$ cat src/sv/ecfc_pkg.sv
// ecfc_pkg: shared types and constants of the e2e counter freshness checker
// used by ecfc_csr, ecfc_ctrl, ecfc_datapath and the top level
`default_nettype none

package ecfc_pkg;

   localparam int unsigned DATA_ID_W = 8;
   localparam int unsigned RX_ID_W   = 16;
   localparam int unsigned CRC_W     = 32;
   localparam int unsigned CNT_W     = 32;
   localparam int unsigned FRESH_W   = 16;
   localparam int unsigned STATUS_W  = 2;
   localparam int unsigned CSR_IDX_W = 3;
   localparam int unsigned CSR_DATA_W = 32;
   localparam int unsigned ID_SPAN   = 1 << DATA_ID_W;

   typedef logic [STATUS_W-1:0]  status_type;
   typedef logic [CSR_IDX_W-1:0] csr_index_type;
   typedef logic [1:0]           crc_mode_type;

   localparam status_type STATUS_OK      = 2'd0;
   localparam status_type STATUS_INVALID = 2'd1;
   localparam status_type STATUS_STALE   = 2'd2;

   localparam csr_index_type CSR_CRC_ENABLE        = 3'd0;
   localparam csr_index_type CSR_CRC_WIDTH_MODE    = 3'd1;
   localparam csr_index_type CSR_COUNTER_ENABLE    = 3'd2;
   localparam csr_index_type CSR_MAX_COUNTER       = 3'd3;
   localparam csr_index_type CSR_FRESHNESS_ENABLE  = 3'd4;
   localparam csr_index_type CSR_FRESHNESS_TIMEOUT = 3'd5;

   localparam crc_mode_type CRC_MODE_8  = 2'd0;
   localparam crc_mode_type CRC_MODE_16 = 2'd1;

   localparam logic FUNC_PROTECT  = 1'b0;
   localparam logic FUNC_VALIDATE = 1'b1;

   localparam logic [CNT_W-1:0]   ROLL_WINDOW   = 32'd10;
   localparam logic [CNT_W-1:0]   COUNTER_ONE   = 32'd1;
   localparam logic [CRC_W-1:0]   CRC_MASK_8    = 32'h0000_00FF;
   localparam logic [CRC_W-1:0]   CRC_MASK_16   = 32'h0000_FFFF;
   localparam logic [FRESH_W-1:0] FRESH_ALL_ONE = 16'hFFFF;

   localparam logic [CNT_W-1:0]   MAX_COUNTER_RESET = 32'd65535;
   localparam logic [FRESH_W-1:0] TIMEOUT_RESET     = 16'd1000;

   typedef struct packed {
      logic               crc_enable;
      crc_mode_type       crc_width_mode;
      logic               counter_enable;
      logic [CNT_W-1:0]   max_counter;
      logic               freshness_enable;
      logic [FRESH_W-1:0] freshness_timeout;
   } cfg_type;

   typedef enum logic [2:0] {
      ST_CLEAR,
      ST_IDLE,
      ST_READ,
      ST_EVAL,
      ST_DONE
   } ctrl_state_type;

   typedef struct packed {
      logic clear_wr;
      logic load_req;
      logic mem_read;
      logic eval;
      logic commit;
   } ctrl_cmd_type;

   typedef struct packed {
      logic clear_last;
   } dp_status_type;

endpackage

`default_nettype wire

$ cat src/sv/ecfc_csr.sv
// ecfc_csr: configuration registers of the checker, write only
// depends on ecfc_pkg
`default_nettype none

module ecfc_csr (
   input  wire logic                            clock,
   input  wire logic                            reset,
   input  wire logic                            csr_write_enable,
   input  wire ecfc_pkg::csr_index_type         csr_index,
   input  wire logic [ecfc_pkg::CSR_DATA_W-1:0] csr_write_data,
   output ecfc_pkg::cfg_type                    cfg
);
   import ecfc_pkg::*;

   cfg_type cfg_ff;
   cfg_type cfg_in;

   always_comb begin
      cfg_in = cfg_ff;
      if (csr_write_enable) begin
         case (csr_index)
            CSR_CRC_ENABLE:        cfg_in.crc_enable        = csr_write_data[0];
            CSR_CRC_WIDTH_MODE:    cfg_in.crc_width_mode    = csr_write_data[1:0];
            CSR_COUNTER_ENABLE:    cfg_in.counter_enable    = csr_write_data[0];
            CSR_MAX_COUNTER:       cfg_in.max_counter       = csr_write_data[CNT_W-1:0];
            CSR_FRESHNESS_ENABLE:  cfg_in.freshness_enable  = csr_write_data[0];
            CSR_FRESHNESS_TIMEOUT: cfg_in.freshness_timeout = csr_write_data[FRESH_W-1:0];
            default:               cfg_in = cfg_ff;
         endcase
      end
   end

   always_ff @(posedge clock) begin
      if (reset) begin
         cfg_ff.crc_enable        <= 1'b1;
         cfg_ff.crc_width_mode    <= CRC_MODE_8;
         cfg_ff.counter_enable    <= 1'b1;
         cfg_ff.max_counter       <= MAX_COUNTER_RESET;
         cfg_ff.freshness_enable  <= 1'b0;
         cfg_ff.freshness_timeout <= TIMEOUT_RESET;
      end else begin
         cfg_ff <= cfg_in;
      end
   end

   assign cfg = cfg_ff;

endmodule

`default_nettype wire

$ cat config.mk
export PLATFORM = sky130hd
export DESIGN_NAME = ecfc_csr
export DESIGN_NICKNAME = d
export VERILOG_FILES = /design/src/sv/ecfc_pkg.sv /design/src/sv/ecfc_csr.sv
export SDC_FILE = /design/constraint.sdc
export NUM_CORES = 1
export LEC_CHECK = 0
export ABC_AREA = 1
export BUFFER_PORTS_ARGS = -buffer_cell sky130_fd_sc_hd__buf_2
export CORE_ASPECT_RATIO = 1.2
export CORE_MARGIN = 3
export CORE_UTILIZATION = 45
export CTS_CLUSTER_DIAMETER = 120
export CTS_CLUSTER_SIZE = 28
export DETAILED_ROUTE_END_ITERATION = 10
export GPL_TIMING_DRIVEN = 0
export HOLD_SLACK_MARGIN = 0.05
export PLACE_DENSITY_LB_ADDON = 0.08
export SYNTH_ARGS = -nofsm -noshare
export SYNTH_HDL_FRONTEND = slang
export SYNTH_SLANG_ARGS = --single-unit
export TNS_END_PERCENT = 10
$ cat constraint.sdc
create_clock -name clock -period 1.9 [get_ports clock]
set_input_delay 0.095 -clock clock [delete_from_list [all_inputs] [get_ports clock]]
set_output_delay 0.095 -clock clock [all_outputs]
set_load 0.01 [all_outputs]
# Word level (Yosys, flattened, before mapping)
# Cells that the tools add are included.
word_totals:
  regBits: 53
  inputBits: 38
  output_inout_bits: 53
  wordCells: 18
op_classes:
  eq_ne: 5
  reduce_logical: 7
op_table:
  columns: ["cell", "n"]
  rows:
  - ["2-bit AND reduction", 6]
  - ["3-bit by 2-bit == test with 1-bit output, second input constant", 2]
  - ["3-bit == test, second input constant", 2]
  - ["3-bit by 1-bit == test with 1-bit output, second input constant", 1]
  - ["3-bit logical NOT", 1]

# Depth between registers and ports, before layout
depth:
  depth_word: 2
  depth_mapped: 6
  ltp_nobuf: 5

# Worst setup path before layout
# No wires, ideal clock.
synth_timing:
  kind: "input to register"
  startpoint: "in csr_write_enable"
  endpoint: "reg cfg_ff, in the netlist cfg[24]"
  setup_time_ps: 130
  arrival_ps: 651
  required_ps: 1770
  path_slack_ps: 1120
  cell_stages: 6
  path_buffers: 1
  path_cell_list: "inv_1 -> nor2_2 -> nand2_2 -> buf_2 -> nand2_1 -> nand3_1"
synth_between:
  elab_chain_len: 1
synth_lines:
  columns: ["item", "line_no", "text"]
  rows:
  - ["start: declaration", "ecfc_csr.sv:8", "input wire logic csr_write_enable,"]
  - ["2-bit AND reduction (no line)", null, null]
  - ["end signal: assignment", "ecfc_csr.sv:42", "cfg_ff <= cfg_in;"]
  - ["end: declaration", "ecfc_csr.sv:15", "cfg_type cfg_ff;"]
# Every way passes these cells.
# A chain may end at the register's enable or synchronous reset.

# Worst setup path after layout
layout_timing:
  startpoint: "reg cfg_ff, in the netlist cfg[52]"
  endpoint: "out cfg[52] (netlist name)"
layout_rtl:
  columns: ["item", "line_no", "text"]
  rows:
  - ["end: declaration", "ecfc_csr.sv:11", "output ecfc_pkg::cfg_type cfg"]
# No word-level cell between the ends.

==> results.ini <==
[outcome]
status=completed

[floorplanning]
core_um2=4390
die-width_um=68.7
rows=26
start_util_pct=48.3
dieArea_um2=5580
dieHeight_um=81.2
ios=91

[timing]
timing.setup.tns_ns=0
final-max-slew-violation-count=0
rsz0062_at_grt=false
finClkSkew_ns=0
slew_headroom_pct=67.6
finalHoldViolations=0
tightest_slew_ns=0.486
finalCritPeriodShare_pct=46.7
period_minus_slack_ns=0.887
finalSetupViolCount=0
fmax_ghz=1.13

[clocking]
cts_tree=done
clk_latency_ns=0.30
cts.sinks=53
cts_buffers=5
cts_setup_buffers=0
clkTransAtPathRegs_ns=0.09
htreeDepth=2
clockBufferDepth=2
root_buffer=clkbuf_8

[final_layout]
nNetsFinal=454
fill_cells=429
drive_gt1_share_pct=27.4
diodes=0
fin_cells=472
synthToLayoutAreaGrowth_pct=35.7
largest_reg_flops=53

[routing]
wl_met1_mm=2.22
top_layer=met4
num_vias=2192
drc=0
drt_iter0_drc=91
finalWirelength_mm=5.37
detail-route-antenna-nets=0
wl_per_cell_um=11.4
dr_wl_met3_um=466
met2_length_mm=2.61
first_pass_iters=4
vias_per_cell=4.64

[critical_path]
critPathBufInv=1
crit_type=flip-flop to output port
worstReg2RegEnd=cfg[16]
slowest_stage=dfxtp_1
crit_fanout=2
r2r_slack_ns=1.32
worstRegToRegCells=2
endpoint_kind=output port
required_ns=1.80
rr_startpoint=cfg[16]
startpoint_type=flip-flop
arrival_ns=0.79
path_delay_family=flip-flops
cpPeakStageDelay_ns=0.35
path_cells=buf_2

[global_route]
grt_pass1_wl_mm=8.69
grt.overflow.total=0
grt_usage_pct=20.7
grt_pass1_vias=2074
antenna_found_initial=0
grt_max_degree=15

[worst_hold_path]
hold_end=cfg[17]
hold_depth=3
hp-start=csr_write_data[0]
hold_path_class=input pin to flip-flop

[yosys]
synth_commonest_cells=nand2_1, nor2_1, nand3_1
synth.most_common_cell=nand2_1
ys_warn_count=0
yosys.area.top_type_share_pct=50.0
syn_inst=304
ys_seq_area_share_pct=50.0
syn-num-nets=342
syn_avg_cell_area_um2=6.98
synthTopCellsByArea=dfxtp_1, nand2_1, nand3_1
synth_cell_types=15
syn_area_um2=2120
async_flop_share_pct=0
synth_area_leader_cell=dfxtp_1
synth-edff-count=0
synth-seq-cells=53
synthFlopType=dfxtp_1

[power]
power_leakage_nw=1.54
irDropWorstVdd_mv=0.493
power_density_nw_per_um2=723

[placement]
portBuffers=90
dp.cells=450
dp_hpwl_mm=4.06
gp_congestion=0.757

[run]
drv_cap=0

area by class of cell:
cell class,count,area [um2],area share [%]
multi-input cells,203,855,29.7
plain buffers,15,81.3,2.82
inverters,33,126,4.39
flip-flops and latches,53,1060,36.8
repair buffers,105,601,20.9
well taps,56,70.1,2.43
clock buffers,7,86.3,3.00
cells in the final DEF, fill, tap and decap left out, drive strengths merged:
cell type	instances
a21oi	1
dlygate4sd3	15
clkbuf	11
nand3	55
buf	101
dfxtp	53
nand2	83
nor2	64
inv	33
worst max-delay path by stage:
stage | from | to | slack (ns) | depth (start not counted)
2_1_floorplan | csr_write_enable | cfg[24] | 1.12 | 6
3_3_place_gp | csr_index[2] | cfg[29] | 0.83 | 6
3_5_place_dp | csr_write_enable | cfg[31] | 0.81 | 7
4_1_cts | cfg[33] | cfg[33] | 1.00 | 1
5_1_grt | cfg[35] | cfg[35] | 0.96 | 1
6_report | cfg[52] | cfg[52] | 1.01 | 1
metal layers:
| layer | vias up | global-route usage (%) |
|---|---|---|
| met5 | - | 0 |
| met4 | 0 | 6.43 |
| met3 | 5 | 7.19 |
| met1 | 966 | 21.7 |
| li1 | 1148 | - |
| met2 | 73 | 37.7 |
where the power goes:
group	internal, mW	switching (mW)	leakage (nW)
registers	1.15	0.0180	0.432
logic	0.126	0.161	1.07
clock network	0.290	0.339	0.0443
total	1.57	0.518	1.54
what timing repair did:
action                                 CTS  global route
gates resized for setup                  0             0
endpoints found under the hold margin   21             0
hold buffers                            15             0
setup endpoints to repair                0             0
per-stage QoR:
stage	total power, mW	util, %	hold WS [ns]	instance area [um2]	worst slack, ns
3_3_place_gp	1.45	60.2	0.324	2640	0.828
6_report	2.08	65.6	0.0593	2880	1.01
2_1_floorplan	1.34	-	0.221	2120	1.12
5_1_grt	2.19	65.6	0.0639	2880	0.958
4_1_cts	2.12	65.6	0.0519	2880	1.00
3_5_place_dp	1.46	60.2	0.329	2640	0.807
logic make-up after synthesis:
kind of cell,share of synthesized area (%)
buf+inv,9.78
simple gates,40.0
flops,50.0
compound gates,0.235
(Power assumes the default switching activity.)
