File: src/sv/ecfc_pkg.sv
// ecfc_pkg: shared types and constants of the e2e counter freshness checker
// used by ecfc_csr, ecfc_ctrl, ecfc_datapath and the top level
`default_nettype none

package ecfc_pkg;

   localparam int unsigned DATA_ID_W = 8;
   localparam int unsigned RX_ID_W   = 16;
   localparam int unsigned CRC_W     = 32;
   localparam int unsigned CNT_W     = 32;
   localparam int unsigned FRESH_W   = 16;
   localparam int unsigned STATUS_W  = 2;
   localparam int unsigned CSR_IDX_W = 3;
   localparam int unsigned CSR_DATA_W = 32;
   localparam int unsigned ID_SPAN   = 1 << DATA_ID_W;

   typedef logic [STATUS_W-1:0]  status_type;
   typedef logic [CSR_IDX_W-1:0] csr_index_type;
   typedef logic [1:0]           crc_mode_type;

   localparam status_type STATUS_OK      = 2'd0;
   localparam status_type STATUS_INVALID = 2'd1;
   localparam status_type STATUS_STALE   = 2'd2;

   localparam csr_index_type CSR_CRC_ENABLE        = 3'd0;
   localparam csr_index_type CSR_CRC_WIDTH_MODE    = 3'd1;
   localparam csr_index_type CSR_COUNTER_ENABLE    = 3'd2;
   localparam csr_index_type CSR_MAX_COUNTER       = 3'd3;
   localparam csr_index_type CSR_FRESHNESS_ENABLE  = 3'd4;
   localparam csr_index_type CSR_FRESHNESS_TIMEOUT = 3'd5;

   localparam crc_mode_type CRC_MODE_8  = 2'd0;
   localparam crc_mode_type CRC_MODE_16 = 2'd1;

   localparam logic FUNC_PROTECT  = 1'b0;
   localparam logic FUNC_VALIDATE = 1'b1;

   localparam logic [CNT_W-1:0]   ROLL_WINDOW   = 32'd10;
   localparam logic [CNT_W-1:0]   COUNTER_ONE   = 32'd1;
   localparam logic [CRC_W-1:0]   CRC_MASK_8    = 32'h0000_00FF;
   localparam logic [CRC_W-1:0]   CRC_MASK_16   = 32'h0000_FFFF;
   localparam logic [FRESH_W-1:0] FRESH_ALL_ONE = 16'hFFFF;

   localparam logic [CNT_W-1:0]   MAX_COUNTER_RESET = 32'd65535;
   localparam logic [FRESH_W-1:0] TIMEOUT_RESET     = 16'd1000;

   typedef struct packed {
      logic               crc_enable;
      crc_mode_type       crc_width_mode;
      logic               counter_enable;
      logic [CNT_W-1:0]   max_counter;
      logic               freshness_enable;
      logic [FRESH_W-1:0] freshness_timeout;
   } cfg_type;

   typedef enum logic [2:0] {
      ST_CLEAR,
      ST_IDLE,
      ST_READ,
      ST_EVAL,
      ST_DONE
   } ctrl_state_type;

   typedef struct packed {
      logic clear_wr;
      logic load_req;
      logic mem_read;
      logic eval;
      logic commit;
   } ctrl_cmd_type;

   typedef struct packed {
      logic clear_last;
   } dp_status_type;

endpackage

`default_nettype wire

File: src/sv/ecfc_ctrl.sv
// ecfc_ctrl: sequencer for table clearing and the per-request read, evaluate, commit
// depends on ecfc_pkg
`default_nettype none

module ecfc_ctrl (
   input  wire logic                    clock,
   input  wire logic                    reset,
   input  wire logic                    req_valid,
   output logic                         req_ready,
   output logic                         rsp_valid,
   input  wire logic                    rsp_ready,
   input  wire ecfc_pkg::dp_status_type dp_status,
   output ecfc_pkg::ctrl_cmd_type       cmd
);
   import ecfc_pkg::*;

   ctrl_state_type state_ff;
   ctrl_state_type state_in;
   logic           rsp_valid_ff;
   logic           rsp_valid_in;
   logic           commit;

   assign commit = (state_ff == ST_DONE) && (!rsp_valid_ff || rsp_ready);

   always_comb begin
      state_in = state_ff;
      case (state_ff)
         ST_CLEAR: begin
            if (dp_status.clear_last) state_in = ST_IDLE;
         end
         ST_IDLE: begin
            if (req_valid) state_in = ST_READ;
         end
         ST_READ: state_in = ST_EVAL;
         ST_EVAL: state_in = ST_DONE;
         ST_DONE: begin
            if (commit) state_in = ST_IDLE;
         end
         default: state_in = ST_CLEAR;
      endcase
   end

   always_comb begin
      cmd       = '0;
      req_ready = 1'b0;
      case (state_ff)
         ST_CLEAR: cmd.clear_wr = 1'b1;
         ST_IDLE: begin
            req_ready    = 1'b1;
            cmd.load_req = req_valid;
         end
         ST_READ: cmd.mem_read = 1'b1;
         ST_EVAL: cmd.eval = 1'b1;
         ST_DONE: cmd.commit = commit;
         default: cmd = '0;
      endcase
   end

   always_comb begin
      rsp_valid_in = rsp_valid_ff;
      if (commit) begin
         rsp_valid_in = 1'b1;
      end else if (rsp_ready) begin
         rsp_valid_in = 1'b0;
      end
   end

   always_ff @(posedge clock) begin
      if (reset) begin
         state_ff     <= ST_CLEAR;
         rsp_valid_ff <= 1'b0;
      end else begin
         state_ff     <= state_in;
         rsp_valid_ff <= rsp_valid_in;
      end
   end

   assign rsp_valid = rsp_valid_ff;

endmodule

`default_nettype wire

File: config.mk
export PLATFORM = sky130hd
export DESIGN_NAME = ecfc_ctrl
export DESIGN_NICKNAME = d
export VERILOG_FILES = /design/src/sv/ecfc_pkg.sv /design/src/sv/ecfc_ctrl.sv
export SDC_FILE = /design/constraint.sdc
export NUM_CORES = 1
export LEC_CHECK = 0
export BUFFER_PORTS_ARGS = -buffer_cell sky130_fd_sc_hd__buf_4
export CAP_MARGIN = 20
export CELL_PAD_IN_SITES_DETAIL_PLACEMENT = 0
export CELL_PAD_IN_SITES_GLOBAL_PLACEMENT = 1
export CORE_AREA = 2 2 39 41
export CTS_BUF_LIST = sky130_fd_sc_hd__clkbuf_8
export DETAILED_ROUTE_END_ITERATION = 10
export DIE_AREA = 0 0 41 43
export GPL_ROUTABILITY_DRIVEN = 1
export HOLD_SLACK_MARGIN = 0.06
export PLACE_DENSITY = 0.49
export SLEW_MARGIN = 20
export SYNTH_ARGS = -nofsm -noshare
export SYNTH_HDL_FRONTEND = slang
export SYNTH_SLANG_ARGS = --single-unit
File: constraint.sdc
create_clock -name clock -period 1.2 [get_ports clock]
set_clock_uncertainty 0.1 [all_clocks]
set_input_delay 0.06 -clock clock [delete_from_list [all_inputs] [get_ports clock]]
set_output_delay 0.06 -clock clock [all_outputs]
set_load 0.02 [all_outputs]
Word level (Yosys, flattened, before mapping)

Cells that the tools add are included.

Input bits: 5
Output and inout bits: 7
Register bits: 4
Logic and storage cells: 27

Multiplexer cells: 12
Reduce and logical (&&, ||, !) cells: 6
Equal/unequal tests: 7

Operators with widths:

| kind                                                             | count |
|---|---|
| 3-bit one-hot mux with 5 select lines                            | 1 |
| 3-bit two-way mux                                                | 3 |
| 1-bit two-way mux                                                | 8 |
| 3-bit by 2-bit == test with 1-bit output (second input constant) | 2 |
| 2-bit inequality test (second input constant)                    | 3 |
| 3-bit by 1-bit == test with 1-bit output (second input constant) | 1 |
| 3-bit == test (second input constant)                            | 1 |
| 3-bit zero test                                                  | 1 |
| 3-bit AND reduction                                              | 1 |
| 2-bit nonzero test                                               | 1 |
| 1-bit logical AND                                                | 1 |
| 1-bit zero test                                                  | 1 |
| 1-bit logical OR                                                 | 1 |

Depth between registers and ports, before layout

Gate-level depths: netlist (run 1).

Depth after elaboration: 5
Mapped depth: 5
Depth with buffers taken out: 3

Least setup slack after synthesis (run 1)

Ideal clock, no wire load.

Path kind: reg2out
From: register state_ff[2]
To: output port req_ready
Required time: 1.040 ns
Arrival time: 0.969 ns
Slack: 0.071 ns
Cell stages (with the launch flop): 3
Path buffers: 1
Path through: dfxtp_1 -> buf_4 -> nor3b_1

Longest elaborated chain between the ends: 2

Ends and longest elaborated chain:

| what                                     | line            | text |
|---|---|---|
| start: declaration                       | ecfc_ctrl.sv:17 | `ctrl_state_type state_ff;` |
| start signal: assignment                 | ecfc_ctrl.sv:73 | `state_ff <= state_in;` |
| 3-bit by 1-bit == test with 1-bit output | ecfc_ctrl.sv:46 | `case (state_ff)` |
| 1-bit two-way mux                        | ecfc_ctrl.sv:46 |  |
| end: declaration                         | ecfc_ctrl.sv:9  | `output logic req_ready,` |

Every way passes these cells.

==> results of run 1 <==
==> flip-flops by register name, summed over array words and instances (netlist names) <==
signal and count:
rsp_valid 1, state_ff 3
==> worst max path at each step <==
stage,start,endpoint,slack [ns],cells after the start
6_report,state_ff[1]$_SDFFE_PP0P_,cmd[0],0.003,4
5_1_grt,state_ff[1]$_SDFFE_PP0P_,cmd[0],-0.05,4
4_1_cts,state_ff[2]$_SDFFE_PP0P_,cmd[3],0.002,3
3_5_place_dp,state_ff[1]$_SDFFE_PP0P_,state_ff[0]$_SDFFE_PP0P_,0.04,3
3_3_place_gp,state_ff[1]$_SDFFE_PP0P_,state_ff[0]$_SDFFE_PP0P_,0.07,3
2_1_floorplan,state_ff[2]$_SDFFE_PP0P_,req_ready,0.07,2
==> kinds of logic (layout without fill, tap and decap cells) <==
logic type	count (synthesis)	in the layout	share of synthesized area, %
compound gates	4	4	11.8
simple gates	18	18	45.0
buf+inv	4	18	12.8
flops	4	4	30.3
==> synthesized netlist by cell type <==
cell and count:
nor2_2 1, nand2_1 2, a21oi_1 1, nor3b_1 1, a211oi_2 1, nand2b_4 1, nor2b_1 1, nor3_2 3
dfxtp_1 4, nor2_1 4, buf_6 1, buf_4 3, nand2b_1 1, nor3_1 2, a31oi_1 1, and3b_2 1
o21a_1 1, nor4_1 1
==> layout make-up <==
type	instances	area (µm²)	share of cell area, %
multi-input cells	22	173	38.1
repair buffers	15	130	28.7
flip-flops and latches	4	88.8	19.6
clock buffers	3	41.3	9.12
well taps	16	20.0	4.42
==> routing by layer <==
layer  track usage (%)  wire length [µm]
met5                 0                 0
met4              12.0                34
met3              3.66                40
met2              10.0               287
met1              9.29               235
==> worst max-delay path: cells and delay by family (launching register included) <==
kind	cells	cell delay, ns
DFF	1	0.38
buffers and inverters	1	0.14
and+or+nand+nor	3	0.30
==> what timing repair did <==
action | in CTS | in global routing
setup buffers | 1 | 0
pin swaps | 1 | 0
endpoints found under the setup margin | 6 | 4
hold endpoints to repair | 4 | 0
gates resized for setup | 6 | 4
hold buffers | 2 | 0
==> power by group <==
group	leakage (nW)	internal, mW	switching [mW]
logic	0.141	0.0681	0.0549
registers	0.0344	0.142	0.0201
clock network	0.0216	0.214	0.0666
total	0.197	0.423	0.142
==> results.toml, run 1 <==
[status]
status = "complete, no violations"

[grt]
antenna_found_initial = 0
grt_pass1_wl_um = 903
grt_overflow = 0
grt_max_degree = 10
grt_pass1_vias = 217
grt_use_total_pct = 8.63

[placement]
numPlacedInstances = 54
dp_slack_ns = 0.0385
place_area_um2 = 353
hpwl_um = 429
port_buffers = 11
place_congestion = 0.674

[critical_path]
crit_path_end_kind = "output pin"
cp_cell_sequence = "nor2_4, nand2_2, nor2_1, buf_4"
required_ns = 1.04
r2r_start = "state_ff[1]$_SDFFE_PP0P_"
critPathArrivalTime_ns = 1.04
slowest_stage = "dfxtp_4"
critPathMaxStageDelay_ns = 0.38
criticalPathCategory = "reg -> out"
timing.rr.end = "state_ff[0]$_SDFFE_PP0P_"
cp_max_fo = 9
r2r_slack_ns = 0.06
reg2reg_depth = 4
critPathLaunchType = "register"

[final_layout]
area_growth_pct = 71.6
final_cell_mix = "buf_4, nor3_2, nor2_1"
drive_gt1_share_pct = 68.2
final_util_pct = 32.7
nNetsFinal = 51
fill_cells = 144
final_area_um2 = 453
final_cell_count_no_fill = 60
final_common_cell = "buf_4"
antenna_cells = 0

[clock_network]
cts_num_sinks = 4
cts_max_level = 1
clockBufferDepth = 2
cts_tree = "built"
clk_latency_ns = 0.22
root_buffer = "clkbuf_8"
clk_pin_slew_worst_paths_ns = 0.03
numCtsBuffers = 3

[routing]
vias = 249
drt_iter0_markers = 0
via_per_inst = 4.15
ant_nets = 0
drc = 0
dr.pass1.iters = 1
wl_per_cell_um = 9.95
finalWirelength_um = 597

[sta]
postLayoutSetupSlackWorst_ns = 0.00311
drv_slew = 0
hold_viol_final = 0
min_period_ns = 1.20
slew_headroom_pct = 79.7
whs_ns = 0.0674
setup_viol = 0
tightest_slew_ns = 0.302
tns_ns = 0
rsz0062_at_grt = "true"
fin_crit_sh_pct = 99.7
fmax_mhz = 835

[power]
power_uw = 565
ir_worst_vdd_v = 0.000521
power.leakage_nw = 0.197
p_per_area_nw_per_um2 = 1250

[die]
core-area_um2 = 1380
die_w_um = 41
io_pins = 12
die-height_um = 43
rows = 14
start_util_pct = 19.1
fp.dieArea_um2 = 1760

[yosys]
syn-num-nets = 35
netlist.top_cell.by_area = "dfxtp_1"
yosysUniqueCellTypes = 18
ys_seq_area_share_pct = 30.3
synth_warnings = 0
synth.top_cells.by_area = "dfxtp_1, nor3_2, buf_4, nor2_1, nand2b_4"
synth_area_um2 = 264
syn_area_per_cell_um2 = 8.80
synthDominantCellAreaShare_pct = 30.3
netlist_instances = 30
ys_ff_latch = 4

[worst_hold_path]
holdCritPathClass = "in -> reg"
hold-path-cell-count = 3
hp-start = "rsp_ready"
hold_end = "rsp_valid$_SDFFE_PP0P_"

[run]
drv_cap = 0
No activity file was read; power rests on OpenSTA's default activity.
==> run 2: changes to the inputs <==
==> constraint.sdc (replaced) <==
create_clock -name clock -period 1.3 [get_ports clock]
set_clock_uncertainty 0.1 [all_clocks]
set_input_delay 0.065 -clock clock [delete_from_list [all_inputs] [get_ports clock]]
set_output_delay 0.065 -clock clock [all_outputs]
set_load 0.02 [all_outputs]
==> run 2 against run 1 <==
Critical path type unchanged; hold slack better by 0.016 ns; register-to-register slack better by 0.19 ns; via count down 4.0%; cell count unchanged; die area unchanged; design area down 6.1%; total power down 11%; setup slack better by 0.087 ns.
==> results.toml, run 2 (synthesis gave the netlist of run 1 again) <==
[power]
switching_share_pct = 23.8
power.leakage_nw = 0.189
p_int_uw = 385
p_clk_share_pct = 50.2
pwr-share-comb_pct = 20.9
p_per_area_nw_per_um2 = 1190
power_uw = 505
seqPwrFrac_pct = 28.9
ir_worst_vdd_v = 0.000461
power_switching_uw = 120

[worst_hold_path]
holdCritPathClass = "in -> reg"
hp-start = "rsp_ready"
hold-path-cell-count = 3
hold_end = "rsp_valid$_SDFFE_PP0P_"

[critical_path]
r2r_start = "state_ff[2]$_SDFFE_PP0P_"
criticalPathCategory = "reg -> out"
required_ns = 1.13
critPathLaunchType = "register"
reg2reg_depth = 3
timing.rr.end = "state_ff[2]$_SDFFE_PP0P_"
r2r_slack_ns = 0.25
crit_path_end_kind = "output pin"
critPathArrivalTime_ns = 1.04
cp_max_fo = 8

[sta]
fin_crit_sh_pct = 93.0
setup_viol = 0
min_period_ns = 1.21
rsz0062_at_grt = "false"
hold_viol_final = 0
slew_headroom_pct = 80.5
fmax_mhz = 827
tns_ns = 0
drv_slew = 0
tightest_slew_ns = 0.290

[final_layout]
final_cell_count_no_fill = 60
drive_gt1_share_pct = 61.4
final_common_cell = "buf_4"
top_register = "state_ff"
nNetsFinal = 51
area_growth_pct = 61.1
final_cell_mix = "buf_4, nor2_1, nor3_2, clkbuf_8"
antenna_cells = 0
largest_reg_flops = 3
fill_cells = 156

[clock_network]
clockBufferDepth = 2
clk_latency_ns = 0.21
cts_max_level = 1
cts_setup_buffers = 0
cts_tree = "built"
root_buffer = "clkbuf_8"
clk_pin_slew_worst_paths_ns = 0.03
cts_num_sinks = 4
numCtsBuffers = 3

[routing]
drt_iter0_markers = 1
dr.pass1.iters = 2
via_per_inst = 3.98
vias = 239
finalWirelength_um = 538
wl_per_cell_um = 8.97
drc = 0
ant_nets = 0

[placement]
numPlacedInstances = 55
place_congestion = 0.655
hpwl_um = 446
port_buffers = 11

[die]
rows = 14
die_w_um = 41
core-area_um2 = 1380
io_pins = 12
die-height_um = 43
fp.dieArea_um2 = 1760
start_util_pct = 19.1

[grt]
antenna_found_initial = 0
grt_pass1_wl_um = 807
grt_overflow = 0
grt_use_total_pct = 7.22
grt_max_degree = 9
grt_pass1_vias = 208

[run]
drv_cap = 0

[status]
status = "complete, no violations"
==> run 2: cell counts in the layout (fill, tap and decap cells not counted) <==
No cell type changed its count.
==> run 2: layout make-up <==
| class | instances | area [µm²] | area share, % |
|---|---|---|---|
| Sequential cell | 4 | 86.3 | 20.3 |
| Multi-Input combinational cell | 22 | 160 | 37.6 |
| Clock buffer | 3 | 41.3 | 9.71 |
| Timing Repair Buffer | 15 | 118 | 27.6 |
| Tap cell | 16 | 20.0 | 4.71 |
==> run 2: power groups by stage <==
stage | logic (mW) | clock network (mW) | registers (mW)
after CTS | 0.105 | 0.263 | 0.144
final | 0.106 | 0.253 | 0.146
after detailed placement | 0.100 | 0 | 0.145
after global routing | 0.115 | 0.267 | 0.149
after global placement | 0.100 | 0 | 0.145
after floorplan | 0.0699 | 0 | 0.138
==> run 2: repair_timing <==
item,4_1_cts,5_1_grt
hold buffers,2,0
endpoints found under the setup margin,2,3
hold endpoints to repair,4,0
gates resized for setup,2,4
==> run 2: worst max-delay path by stage <==
stage                                  start                  endpoint  depth (start not counted)
finish              state_ff[2]$_SDFFE_PP0P_                    cmd[3]                          3
global route        state_ff[2]$_SDFFE_PP0P_                    cmd[4]                          3
CTS                 state_ff[0]$_SDFFE_PP0P_                    cmd[0]                          4
detailed placement  state_ff[2]$_SDFFE_PP0P_  state_ff[2]$_SDFFE_PP0P_                          3
global placement    state_ff[2]$_SDFFE_PP0P_  state_ff[2]$_SDFFE_PP0P_                          3
floorplan           state_ff[2]$_SDFFE_PP0P_                 req_ready                          2
==> run 2: metal layers <==
metal  GRT usage [%]  wire length, µm  vias to the layer above
li1                -                -                      132
met1            8.33              230                      101
met2            8.75              271                        6
met5               0                0                        -
met4            10.0                0                        0
met3            1.57               36                        0
==> run 2: through the flow <==
| stage | util [%] | worst slack (ns) | hold WS (ns) | area, µm² |
|---|---|---|---|---|
| finish | 30.7 | 0.0904 | 0.0831 | 425 |
| global route | 30.7 | 0.0162 | 0.112 | 425 |
| CTS | 29.7 | 0.0257 | 0.0853 | 412 |
| detailed placement | 25.1 | 0.146 | 0.173 | 348 |
| global placement | 25.1 | 0.124 | 0.170 | 348 |
| floorplan | - | 0.166 | 0.0341 | 264 |
==> run 2: critical path: stages (launching register included) <==
cell and delay [ns]:
dfxtp_2 0.35, buf_4 0.16, nor3_1 0.16, buf_4 0.17
==> run 3: changes to the inputs <==
--- a/config.mk
+++ b/config.mk
@@ -10,7 +10,6 @@
 export CELL_PAD_IN_SITES_DETAIL_PLACEMENT = 0
 export CELL_PAD_IN_SITES_GLOBAL_PLACEMENT = 1
 export CORE_AREA = 2 2 39 41
-export CTS_BUF_LIST = sky130_fd_sc_hd__clkbuf_8
 export DETAILED_ROUTE_END_ITERATION = 10
 export DIE_AREA = 0 0 41 43
 export GPL_ROUTABILITY_DRIVEN = 1
==> run 3 against run 2 <==
Register-to-register slack barely moved; design area is 3.2% lower; combinational power hardly changed; first-iteration DRC count shrank 100%; flip-flop and latch count is the same; routed wire length decreased by 3.9%; critical path depth did not move.
==> results.toml, run 3 (synthesis gave the netlist of run 1 again) <==
[routing]
dr.pass1.iters = 1
wl_per_cell_um = 8.62
via_per_inst = 3.98
finalWirelength_um = 517
drt_iter0_markers = 0
ant_nets = 0
vias = 239
drc = 0

[final_layout]
final_common_cell = "buf_4"
antenna_cells = 0
fill_cells = 155
final_area_um2 = 412
multi_input_area_um2 = 165
top_register = "state_ff"
area_growth_pct = 55.9
final_cell_count_no_fill = 60
final_cell_mix = "buf_4, nor2_1, nor3_2"
largest_reg_flops = 3
register_area_um2 = 86.3
drive_gt1_share_pct = 63.6
final_util_pct = 29.7
nNetsFinal = 51

[sta]
fin_crit_sh_pct = 94.6
drv_slew = 0
slew_headroom_pct = 80.5
tns_ns = 0
tightest_slew_ns = 0.290
hold_viol_final = 0
rsz0062_at_grt = "false"
setup_viol = 0
min_period_ns = 1.23
fmax_mhz = 813

[clock_network]
cts_tree = "built"
clk_latency_ns = 0.23
cts_max_level = 1
clockBufferDepth = 2
numCtsBuffers = 3
cts_num_sinks = 4
root_buffer = "clkbuf_4"
clk_pin_slew_worst_paths_ns = 0.03
cts_setup_buffers = 0

[run]
drv_cap = 0

[grt]
grt_overflow = 0
grt_max_degree = 9
grt_pass1_vias = 208
grt_use_total_pct = 6.82
antenna_found_initial = 0
grt_pass1_wl_um = 786

[die]
start_util_pct = 19.1
die_w_um = 41
rows = 14
core-area_um2 = 1380
die-height_um = 43
fp.dieArea_um2 = 1760
io_pins = 12

[power]
power.leakage_nw = 0.182
p_per_area_nw_per_um2 = 971
ir_worst_vdd_v = 0.000327

[placement]
port_buffers = 11
place_congestion = 0.655
hpwl_um = 446
place_area_um2 = 348
numPlacedInstances = 55

[critical_path]
critPathArrivalTime_ns = 1.06
r2r_slack_ns = 0.25
crit_path_end_kind = "output pin"
cp_max_fo = 8
critPathLaunchType = "register"
criticalPathCategory = "reg -> out"
required_ns = 1.13

[status]
status = "complete, no violations"

[worst_hold_path]
holdCritPathClass = "in -> reg"
==> run 3: cell counts in the layout (fill, tap and decap cells not counted) <==
No cell type changed its count.
==> run 3: stage by stage <==
stage	hold WS, ns	setup WS (ns)	total power [mW]
6_report	0.0673	0.0705	0.400
5_1_grt	0.0927	0.0143	0.424
4_1_cts	0.0679	0.00568	0.403
3_5_place_dp	0.173	0.146	0.245
3_3_place_gp	0.170	0.124	0.245
2_1_floorplan	0.0341	0.166	0.208
==> run 3: per-layer routing <==
layer	routed length (µm)	up-vias	GRT usage, %	part of all wire [%]
li1	-	132	-	-
met1	219	101	8.01	42
met2	261	6	8.75	50
met3	37	0	1.57	7.2
met4	0	0	8.00	0
met5	0	-	0	0
==> run 3: layout make-up <==
type	instances	share of cell area (%)
Timing Repair Buffer	15	28.6
Clock buffer	3	5.47
Sequential cell	4	21.0
Multi-Input combinational cell	22	40.1
Tap cell	16	4.86
==> run 3: worst max-delay path, stage by stage (launching register included) <==
cell and delay [ns]:
dfxtp_2 0.35, buf_4 0.16, nor3_1 0.16, buf_4 0.17
==> run 3: path summary, 6_finish.rpt <==
| path | startpoint | to | cells after the start |
|---|---|---|---|
| setup / recovery | state_ff[2]$_SDFFE_PP0P_ | cmd[3] | 3 |
| setup reg to reg | state_ff[2]$_SDFFE_PP0P_ | state_ff[2]$_SDFFE_PP0P_ | 3 |
| hold / removal | rsp_ready | rsp_valid$_SDFFE_PP0P_ | 3 |
| hold reg to reg | state_ff[2]$_SDFFE_PP0P_ | state_ff[1]$_SDFFE_PP0P_ | 1 |
==> run 3: power breakdown <==
| group | internal (mW) | switching (mW) | total, mW |
|---|---|---|---|
| sequential | 0.131 | 0.0160 | 0.147 |
| clock | 0.103 | 0.0430 | 0.146 |
| combinational | 0.0591 | 0.0481 | 0.107 |
| total | 0.293 | 0.107 | 0.400 |
==> run 3: repair_timing <==
| action | CTS | global route |
|---|---|---|
| gates resized for setup | 2 | 5 |
| setup endpoints to repair | 3 | 4 |
| hold buffers | 2 | 0 |
| hold endpoints to repair | 4 | 0 |
